$ cat config.mk
export PLATFORM = sky130hd
export DESIGN_NAME = gradient_cube_face_code_unit
export DESIGN_NICKNAME = d
export VERILOG_FILES = /design/src/rtl/core/gcfc_pkg.sv /design/src/rtl/core/gradient_cube_face_code_unit.sv /design/src/rtl/core/gcfc_front.sv /design/src/rtl/core/gcfc_div_step.sv /design/src/rtl/core/gcfc_pack.sv
export VERILOG_INCLUDE_DIRS = /design/src /design/src/rtl/core
export SDC_FILE = /design/constraint.sdc
export NUM_CORES = 1
export LEC_CHECK = 0
export BUFFER_PORTS_ARGS = -buffer_cell sky130_fd_sc_hd__buf_2
export CORE_MARGIN = 5
export CORE_UTILIZATION = 51
export DETAILED_ROUTE_END_ITERATION = 8
export GPL_TIMING_DRIVEN = 0
export HOLD_SLACK_MARGIN = 0.03
export PLACE_DENSITY = 0.67
export SLEW_MARGIN = 20
export SYNTH_ARGS = -nofsm -noshare
export SYNTH_HDL_FRONTEND = slang
export SYNTH_SLANG_ARGS = --single-unit
$ cat constraint.sdc
create_clock -name clk -period 41.2 [get_ports clk]
set_input_delay 8.24 -clock clk [delete_from_list [all_inputs] [get_ports clk]]
set_output_delay 8.24 -clock clk [all_outputs]
set_load 0.01 [all_outputs]
$ cat src/rtl/core/gradient_cube_face_code_unit_assert.svh
// Assertion macros for the cube face code unit.
// Included by the top level; needs clk and rst in scope of each use.
`ifndef GRADIENT_CUBE_FACE_CODE_UNIT_ASSERT_SVH
`define GRADIENT_CUBE_FACE_CODE_UNIT_ASSERT_SVH

// same-cycle implication
`define GCFC_ASSERT_IMP(label, ante, cons) \
  label: assert property (@(posedge clk) disable iff (rst) (ante) |-> (cons)) \
    else $error("gcfc assertion failed");

// next-cycle implication
`define GCFC_ASSERT_NEXT(label, ante, cons) \
  label: assert property (@(posedge clk) disable iff (rst) (ante) |=> (cons)) \
    else $error("gcfc assertion failed");

`endif

$ cat src/rtl/core/gcfc_pkg.sv
// Package of the cube face code unit: widths, face codes, stage buses.
// Holds the shared divide step; no dependencies.
package gcfc_pkg;

  localparam int COMPONENT_BITS = 6;
  localparam int INPUT_WIDTH    = 16;

  localparam int G_NORM   = 1 << (COMPONENT_BITS - 1);
  localparam int MAG_W    = INPUT_WIDTH;
  localparam int DIFF_W   = INPUT_WIDTH + 1;
  localparam int REM_W    = INPUT_WIDTH - 1;
  localparam int QUO_W    = COMPONENT_BITS + 1;
  localparam int FACE_W   = 3;
  localparam int CODE_W   = FACE_W + 2 * COMPONENT_BITS;
  localparam int PACKED_W = 15;

  localparam int IN_TDATA_W  = ((3 * INPUT_WIDTH + 7) / 8) * 8;
  localparam int OUT_TDATA_W = ((PACKED_W + FACE_W + 7) / 8) * 8;

  typedef logic signed [INPUT_WIDTH-1:0] grad_t;
  typedef logic [MAG_W-1:0]              mag_t;
  typedef logic [FACE_W-1:0]             face_t;
  typedef logic [COMPONENT_BITS-1:0]     comp_t;

  localparam face_t FACE_NEG_X = 3'd0;
  localparam face_t FACE_NEG_Y = 3'd1;
  localparam face_t FACE_NEG_Z = 3'd2;
  localparam face_t FACE_POS_X = 3'd3;
  localparam face_t FACE_POS_Y = 3'd4;
  localparam face_t FACE_POS_Z = 3'd5;
  localparam face_t FACE_ZERO  = 3'd6;

  localparam comp_t COMP_MAX = comp_t'(2 * G_NORM - 1);

  typedef struct packed {
    logic [REM_W-1:0] rem;
    logic [QUO_W-1:0] feed;
    logic [QUO_W-1:0] quo;
  } div_lane_t;

  typedef struct packed {
    face_t     face;
    mag_t      mag;
    div_lane_t first;
    div_lane_t second;
  } div_bus_t;

  function automatic div_lane_t div_lane_step(input div_lane_t lane, input mag_t mag);
    logic [MAG_W-1:0] shifted;
    logic             ge;
    logic [MAG_W-1:0] diff;
    div_lane_t        res;
    shifted  = {lane.rem, lane.feed[QUO_W-1]};
    ge       = (shifted >= mag);
    diff     = ge ? (shifted - mag) : shifted;
    res.rem  = diff[REM_W-1:0];
    res.feed = {lane.feed[QUO_W-2:0], 1'b0};
    res.quo  = {lane.quo[QUO_W-2:0], ge};
    return res;
  endfunction

endpackage

$ cat src/rtl/core/gradient_cube_face_code_unit.sv
// Top level of the cube face code unit: front end, divide pipeline, pack.
// Depends on gcfc_pkg, gcfc_front, gcfc_div_step, gcfc_pack and the assert header.
//
//   channel   dir  beat contents (low bit up)
//   s_axis    in   tdata: grad_x[15:0], grad_y[31:16], grad_z[47:32]
//   m_axis    out  tdata: packed_code[14:0], face_index[17:15], zero pad
//
// One beat enters per cycle while m_axis is not stalled; the stages are:
// three front stages, one divide stage per quotient bit, one output stage.
// The divide pipeline retires one quotient bit per lane per stage.
// Synchronous reset clears the valid bits; payload registers are not reset.
// A stall on m_axis freezes every stage together, and s_axis_tready drops.
`include "gradient_cube_face_code_unit_assert.svh"

module gradient_cube_face_code_unit (
  input  logic                                 clk,
  input  logic                                 rst,
  input  logic                                 s_axis_tvalid,
  output logic                                 s_axis_tready,
  input  logic [gcfc_pkg::IN_TDATA_W-1:0]      s_axis_tdata,  // grad_x, grad_y, grad_z
  output logic                                 m_axis_tvalid,
  input  logic                                 m_axis_tready,
  output logic [gcfc_pkg::OUT_TDATA_W-1:0]     m_axis_tdata   // packed_code, face_index
);
  import gcfc_pkg::*;

  logic     advance;
  logic     div_valid [QUO_W+1];
  div_bus_t div_bus   [QUO_W+1];

  assign advance       = !m_axis_tvalid || m_axis_tready;
  assign s_axis_tready = advance;

  gcfc_front u_front (
    .clk       (clk),
    .rst       (rst),
    .advance   (advance),
    .in_valid  (s_axis_tvalid),
    .in_data   (s_axis_tdata),
    .out_valid (div_valid[0]),
    .out_bus   (div_bus[0])
  );

  for (genvar k = 0; k < QUO_W; k++) begin : g_div
    gcfc_div_step u_step (
      .clk       (clk),
      .rst       (rst),
      .advance   (advance),
      .in_valid  (div_valid[k]),
      .in_bus    (div_bus[k]),
      .out_valid (div_valid[k+1]),
      .out_bus   (div_bus[k+1])
    );
  end

  gcfc_pack u_pack (
    .clk       (clk),
    .rst       (rst),
    .advance   (advance),
    .in_valid  (div_valid[QUO_W]),
    .in_bus    (div_bus[QUO_W]),
    .out_valid (m_axis_tvalid),
    .out_data  (m_axis_tdata)
  );

  `GCFC_ASSERT_NEXT(a_accept_enters, s_axis_tvalid && s_axis_tready, u_front.v1)
  `GCFC_ASSERT_IMP(a_rise_from_div, $rose(m_axis_tvalid), $past(div_valid[QUO_W]))
  `GCFC_ASSERT_IMP(a_face_in_code, m_axis_tvalid,
    m_axis_tdata[PACKED_W-1:2*COMPONENT_BITS] == m_axis_tdata[PACKED_W +: FACE_W])
  `GCFC_ASSERT_IMP(a_zero_face_blank,
    m_axis_tvalid && (m_axis_tdata[PACKED_W +: FACE_W] == FACE_ZERO),
    m_axis_tdata[2*COMPONENT_BITS-1:0] == '0)

endmodule

$ cat src/rtl/core/gcfc_front.sv
// Front end: magnitudes, dominant axis and face, divide operand setup.
// Three register stages; depends on gcfc_pkg.
module gcfc_front (
  input  logic                       clk,
  input  logic                       rst,
  input  logic                       advance,
  input  logic                       in_valid,
  input  logic [gcfc_pkg::IN_TDATA_W-1:0] in_data,
  output logic                       out_valid,
  output gcfc_pkg::div_bus_t         out_bus
);
  import gcfc_pkg::*;

  grad_t g1 [3];
  mag_t  m1 [3];
  logic  v1;

  face_t face2;
  mag_t  mag2;
  grad_t ga2;
  grad_t gb2;
  logic  v2;

  face_t face_next;
  mag_t  mag_next;
  grad_t ga_next;
  grad_t gb_next;
  logic [1:0] axis;

  logic signed [DIFF_W:0] da;
  logic signed [DIFF_W:0] db;
  logic [DIFF_W-1:0] ua;
  logic [DIFF_W-1:0] ub;

  always_ff @(posedge clk) begin
    if (rst) begin
      v1 <= 1'b0;
    end else if (advance) begin
      v1 <= in_valid;
    end
  end

  always_ff @(posedge clk) begin
    if (advance) begin
      for (int i = 0; i < 3; i++) begin
        g1[i] <= grad_t'(in_data[i*INPUT_WIDTH +: INPUT_WIDTH]);
        m1[i] <= in_data[i*INPUT_WIDTH + INPUT_WIDTH - 1]
                 ? mag_t'(-in_data[i*INPUT_WIDTH +: INPUT_WIDTH])
                 : mag_t'(in_data[i*INPUT_WIDTH +: INPUT_WIDTH]);
      end
    end
  end

  always_comb begin
    face_next = FACE_ZERO;
    mag_next  = '0;
    axis      = 2'd0;
    if (m1[0] > mag_next) begin
      face_next = g1[0][INPUT_WIDTH-1] ? FACE_NEG_X : FACE_POS_X;
      mag_next  = m1[0];
      axis      = 2'd0;
    end
    if (m1[1] > mag_next) begin
      face_next = g1[1][INPUT_WIDTH-1] ? FACE_NEG_Y : FACE_POS_Y;
      mag_next  = m1[1];
      axis      = 2'd1;
    end
    if (m1[2] > mag_next) begin
      face_next = g1[2][INPUT_WIDTH-1] ? FACE_NEG_Z : FACE_POS_Z;
      mag_next  = m1[2];
      axis      = 2'd2;
    end
    ga_next = (axis == 2'd0) ? g1[1] : g1[0];
    gb_next = (axis == 2'd2) ? g1[1] : g1[2];
  end

  always_ff @(posedge clk) begin
    if (rst) begin
      v2 <= 1'b0;
    end else if (advance) begin
      v2 <= v1;
    end
  end

  always_ff @(posedge clk) begin
    if (advance) begin
      face2 <= face_next;
      mag2  <= mag_next;
      ga2   <= ga_next;
      gb2   <= gb_next;
    end
  end

  assign da = $signed({2'b00, mag2}) - (DIFF_W + 1)'(ga2);
  assign db = $signed({2'b00, mag2}) - (DIFF_W + 1)'(gb2);
  assign ua = da[DIFF_W-1:0];
  assign ub = db[DIFF_W-1:0];

  always_ff @(posedge clk) begin
    if (rst) begin
      out_valid <= 1'b0;
    end else if (advance) begin
      out_valid <= v2;
    end
  end

  always_ff @(posedge clk) begin
    if (advance) begin
      out_bus.face        <= face2;
      out_bus.mag         <= mag2;
      out_bus.first.rem   <= ua[DIFF_W-1:2];
      out_bus.first.feed  <= {ua[1:0], {(COMPONENT_BITS-1){1'b0}}};
      out_bus.first.quo   <= '0;
      out_bus.second.rem  <= ub[DIFF_W-1:2];
      out_bus.second.feed <= {ub[1:0], {(COMPONENT_BITS-1){1'b0}}};
      out_bus.second.quo  <= '0;
    end
  end

endmodule

$ cat src/rtl/core/gcfc_div_step.sv
// One registered restoring-divide step for both tangential lanes.
// Depends on gcfc_pkg.
module gcfc_div_step (
  input  logic               clk,
  input  logic               rst,
  input  logic               advance,
  input  logic               in_valid,
  input  gcfc_pkg::div_bus_t in_bus,
  output logic               out_valid,
  output gcfc_pkg::div_bus_t out_bus
);
  import gcfc_pkg::*;

  always_ff @(posedge clk) begin
    if (rst) begin
      out_valid <= 1'b0;
    end else if (advance) begin
      out_valid <= in_valid;
    end
  end

  always_ff @(posedge clk) begin
    if (advance) begin
      out_bus.face   <= in_bus.face;
      out_bus.mag    <= in_bus.mag;
      out_bus.first  <= div_lane_step(in_bus.first, in_bus.mag);
      out_bus.second <= div_lane_step(in_bus.second, in_bus.mag);
    end
  end

endmodule

$ cat src/rtl/core/gcfc_pack.sv
// Output stage: clamp quotients, pack the code, hold the result beat.
// Depends on gcfc_pkg.
module gcfc_pack (
  input  logic                             clk,
  input  logic                             rst,
  input  logic                             advance,
  input  logic                             in_valid,
  input  gcfc_pkg::div_bus_t               in_bus,
  output logic                             out_valid,
  output logic [gcfc_pkg::OUT_TDATA_W-1:0] out_data
);
  import gcfc_pkg::*;

  comp_t              t1;
  comp_t              t2;
  logic [CODE_W-1:0]  code;
  logic [PACKED_W-1:0] packed_code;

  always_comb begin
    t1 = in_bus.first.quo[QUO_W-1] ? COMP_MAX : in_bus.first.quo[COMPONENT_BITS-1:0];
    t2 = in_bus.second.quo[QUO_W-1] ? COMP_MAX : in_bus.second.quo[COMPONENT_BITS-1:0];
    if (in_bus.face == FACE_ZERO) begin
      t1 = '0;
      t2 = '0;
    end
    code        = {in_bus.face, t1, t2};
    packed_code = PACKED_W'(code);
  end

  always_ff @(posedge clk) begin
    if (rst) begin
      out_valid <= 1'b0;
    end else if (advance) begin
      out_valid <= in_valid;
    end
  end

  always_ff @(posedge clk) begin
    if (advance) begin
      out_data <= OUT_TDATA_W'({in_bus.face, packed_code});
    end
  end

endmodule

======== Yosys cells after proc, flatten, opt, wreduce, memory -nomap -nowiden ========
Memory sizes are Yosys's and may differ from the RTL's.
Index checks and enable logic that the tools add are counted.
word-level totals
  register bits after elaboration ......... 488
  bits in writable memories ............... 96
  output and inout bits ................... 26
  logic and storage cells ................. 145
  memories kept ........................... 2
cells by class
  add/subtract/negate cells ............... 17
  $lt $le $gt $ge ......................... 17
  equal/unequal tests ..................... 2
  multiplexer cells ....................... 32
  reductions and logical operators ........ 3
memories
  name        words  width  read ports  clocked after Yosys merged registers in  wr ports  RTL line          text
  u_front.g1  3      16     3           0                                        3         gcfc_front.sv:14  grad_t g1 [3];
  u_front.m1  3      16     3           0                                        3         gcfc_front.sv:15  mag_t m1 [3];
operators by type and width
  cell                   number
  $ge A16 B16 Y1         14
  $mux W15               12
  $sub A15 B15 Y15       12
  $mux W16               8
  $neg A16 Y16           3
  $sub A17 B16 Y17       2
  $gt A16 B16 Y1         2
  $gt A16 B1 Y1 const B  1
  $mux W3                5
  $mux W6                2
  $mux W2                2
  $eq A3 B3 Y1 const B   1
  $mux W1                3
  $eq A2 B2 Y1 const B   1
  $logic_not A2 Y1       1
  $logic_not A1 Y1       1
  $logic_or A1 B1 Y1     1

======== Longest topological paths before layout ========
An unclocked memory read counts as a cell.
  depth in word-level cells ............... 9
  gate-level depth with buffers ........... 20
  depth with buffers taken out ............ 16

======== Hierarchy ========
A second synthesis with hierarchy kept.
unflattened totals
  cell total of the unflattened synthesis .. 3542
  area, all modules ....................... 42136.7 sq um
modules (own cells, without submodules)
  module                                instances  cells each  area an instance (sq um)
  gcfc_div_step at g_div[2].u_step ...  3          357         4369.2
  gcfc_front                            1          905         10898.0
  gcfc_div_step at g_div[0].u_step ...  2          405         4369.2
  gcfc_div_step at g_div[1].u_step      1          378         4420.5
  gcfc_div_step at g_div[3].u_step      1          335         4289.1
  gcfc_pack                             1          42          676.9
  gradient_cube_face_code_unit          1          1           6.3

======== Worst setup path before layout ========
OpenSTA, ideal clock, no wires.
  path type ............................... input port to output port
  from .................................... in m_axis_tready
  to ...................................... out s_axis_tready
  arrival ................................. 23.932 ns
  slack ................................... 9.028 ns
  cell stages on the path ................. 3
  path buffers ............................ 1
  path through ............................ nor2b_1 > inv_1 > clkbuf_1
between the ends
  cells in the longest elaborated chain, start to end .. 1
ends and longest elaborated chain
  element             RTL line                            text
  start: declaration  gradient_cube_face_code_unit.sv:22  input logic m_axis_tready,
  $logic_or A1 B1 Y1  gradient_cube_face_code_unit.sv:31  assign advance = !m_axis_tvalid || m_axis_tready;
  end: declaration    gradient_cube_face_code_unit.sv:19  output logic s_axis_tready,
No other way between the ends.

======== Worst setup path after layout ========
Ends and elaborated chain as after synthesis.

==> impl_metrics.env <==
export IMPL_status="finished clean"
export IMPL_route_vias_total=22833
export IMPL_ios=78
export IMPL_cts_made_buffers=66
export IMPL_maxSlewViolCount=0
export IMPL_postCtsSetupRepairBufs=0
export IMPL_grt_max_degree=59
export IMPL_crit_path_start_kind="primary input"
export IMPL_drtPass1Iterations=5
export IMPL_drive_above_1_share_pct=10.3
export IMPL_ant_nets=0
export IMPL_hpwlAfterDp_um=64000
export IMPL_grt_pass1_vias=22283
export IMPL_slowest_delay_ps=380
export IMPL_synth_area_per_cell_um2=11.5
export IMPL_hold_depth=0
export IMPL_grt_pass1_wl_um=125000
export IMPL_ys_seq_elements=578
export IMPL_fp_row_count=93
export IMPL_crit_family="buffers and inverters"
export IMPL_synth_distinct_cells=82
export IMPL_fin_setup_tns_ps=0
export IMPL_synth_top_cell_area_share_pct=51.1
export IMPL_fp_dieW_um=265
export IMPL_worstSkewPairLatency_ps=590
export IMPL_rrSetupSlack_ps=35680
export IMPL_gr_usage_all_layers_pct=22.5
export IMPL_hold_viol_final=0
export IMPL_period_share_pct=45.0
export IMPL_cap_viol_max_count=0
export IMPL_cts_sinks=578
export IMPL_clockRootBuffer="clkbuf_16"
export IMPL_cts_tree="built"
export IMPL_period_minus_slack_ps=18530
export IMPL_r2r_start="u_front.m1[0][31]"
export IMPL_clk_path_buf_depth=3
export IMPL_dieArea_um2=70500
export IMPL_worstSetupPathType="in2out"
export IMPL_ys_seq_area_share_pct=51.8
export IMPL_crit_slowest_cell="clkbuf_4"
export IMPL_core_area_um2=64600
export IMPL_place_congestion=0.927
export IMPL_antenna_found_initial=2
export IMPL_path_buf_inv=8
export IMPL_slew_headroom_pct=43.8
export IMPL_synthesis_area_um2=33300
export IMPL_reg2reg_depth=17
export IMPL_viasPerCell=5.76
export IMPL_htree_num_levels=3
export IMPL_fin_nets=3413
export IMPL_synth_async_reset_ratio_pct=0
export IMPL_tightest_slew_ps=836
export IMPL_min_path_type="reg2reg"
export IMPL_worstPathArrival_ps=10290
export IMPL_timing_hold_ws_ps=404
export IMPL_place_inst=3845
export IMPL_synth_area_leaders="edfxtp_1 (51%), ha_1 (11%), xnor2_1 (3.2%), a21oi_1 (3.0%), inv_1 (2.9%)"
export IMPL_fmax_ghz=0.0540
export IMPL_cp_common_cell="buf_12"
export IMPL_cts_clk_slew_worst_paths_ps=60
export IMPL_ctsResizeCount=0
export IMPL_grt_ovfl_total=0
export IMPL_yosys_warnings=0
export IMPL_areaGrowthSynthToFinish_pct=11.6
export IMPL_postSynthCellCount=2902
export IMPL_synth_area_leader_cell="edfxtp_1"
export IMPL_detail_route_iter0_violations=1791
export IMPL_layout_cells_most_common="edfxtp_1"
export IMPL_rsz0062_at_grt="no"
export IMPL_worstPathMaxFanout=58
export IMPL_postCtsHoldBufs=0
export IMPL_hp_start="g_div[4].u_step.out_bus[2]"
export IMPL_report_final_setup_viol=0
export IMPL_final_cell_mix="edfxtp_1 (567), ha_1 (289), inv_1 (255)"
export IMPL_wl_per_cell_um=20.5
export IMPL_die_y_um=265
export IMPL_wirelength_um=81300
export IMPL_cp_end_kind="primary output"
export IMPL_synth_edf_count=567
export IMPL_start_util_pct=51.6
export IMPL_cp_data_required_time_ps=32960
export IMPL_cp_cell_sequence="buf_2, nor2b_1, inv_1, clkbuf_4, buf_12, buf_16, buf_12, buf_12, buf_2"
export IMPL_stdcell_count=3961
export IMPL_hold_path_end="g_div[5].u_step.out_bus[3]"
export IMPL_synth_ff_type="edfxtp_1"
export IMPL_drc_errors=0
export IMPL_io_buffers=71
export IMPL_skew_ps=30.0
export IMPL_timing_rr_end="u_front.gb2[5]"
-- worst max-delay path by stage --
stage                        startpoint            end  slack (ps)  cells past startpoint
final                     m_axis_tready  s_axis_tready       22670                      9
after global routing      m_axis_tready  s_axis_tready       22490                      9
after CTS                 m_axis_tready  s_axis_tready       22630                      9
after detailed placement  m_axis_tready  s_axis_tready       22640                      9
after global placement    m_axis_tready  s_axis_tready        1270                      5
after floorplan           m_axis_tready  s_axis_tready        9030                      3
-- worst reg2reg max path, cell delays in order (launching register included) --
cell and delay [ps]:
edfxtp_1 440, ha_1 400, nand4_1 190, or2_1 300, nor3_2 350, o21ai_2 240
and3_1 250, buf_2 190, buf_2 230, o21a_1 230, ha_1 300, nand4_1 130
or2_1 310, or3_1 410, nor2b_1 200, a21oi_2 330, buf_2 360, mux2_2 400
-- logic make-up after synthesis --
logic type | Yosys count | share of synthesized area, %
compound gates | 750 | 14.7
xor+xnor | 170 | 4.47
fa+ha+maj | 303 | 11.7
flops | 578 | 51.8
other cells | 1 | 0.0113
simple gates | 675 | 9.78
buf+inv | 315 | 3.80
mux | 110 | 3.72
-- area by class of cell --
cell class | instances | area [um2]
Clock inverter | 37 | 402
Tap cell | 855 | 1070
Fill cell | 5355 | 27400
Buffer | 59 | 309
Sequential cell | 578 | 17200
Timing Repair Buffer | 83 | 633
Multi-Input combinational cell | 2014 | 14800
Clock buffer | 78 | 1740
Inverter | 256 | 961
Antenna cell | 1 | 2.50
-- state kept, by name (all words and copies together), names as in the netlist --
name                    count
g_div.u_step.out_bus      355
g_div.u_step.out_valid      7
u_front.face2               3
u_front.g1                 45
u_front.ga2                16
u_front.gb2                16
u_front.m1                 48
u_front.mag2               16
u_front.out_bus            53
u_front.out_valid           1
u_front.v1                  1
u_front.v2                  1
u_pack.out_data            15
u_pack.out_valid            1
-- through the flow --
step,setup WS (ps),instance area (um2),utilization (%)
2_1_floorplan,9030,33300,-
3_3_place_gp,1270,34700,53.8
3_5_place_dp,22640,35000,54.2
4_1_cts,22630,37200,57.5
5_1_grt,22490,37200,57.5
6_report,22670,37200,57.5
-- metal layers --
layer	part of all wire (%)	vias up	track usage (%)
li1	-	11057	-
met1	43	10997	29.8
met2	49	626	38.4
met3	4.8	153	3.10
met4	3.7	0	7.89
met5	0	-	0
-- synth_stat cells, types with 12 or more instances --
master and n:
buf_4 12, o31ai_1 35, a21oi_1 199, a21o_1 67, ha_1 289, nand3_1 37
a32oi_1 17, edfxtp_1 567, clkbuf_1 27, nor2_1 181, buf_2 18, a211oi_1 14
a31oi_1 21, o41ai_1 13, nand2_1 208, xor2_1 50, mux2i_1 27, mux2_2 68
o2111ai_1 15, o21bai_1 16, xnor2_1 120, o211ai_1 17, or3_1 19, fa_1 14
nand4_1 26, o21ai_0 166, o31a_1 14, nand2b_1 44, inv_1 255, nor2b_1 44
and2_1 18, a21boi_0 17, nor3_1 29, o21a_1 73
Power is not shown: default switching activity piles up to over one toggle a cycle in this logic, so the estimate is an artifact.
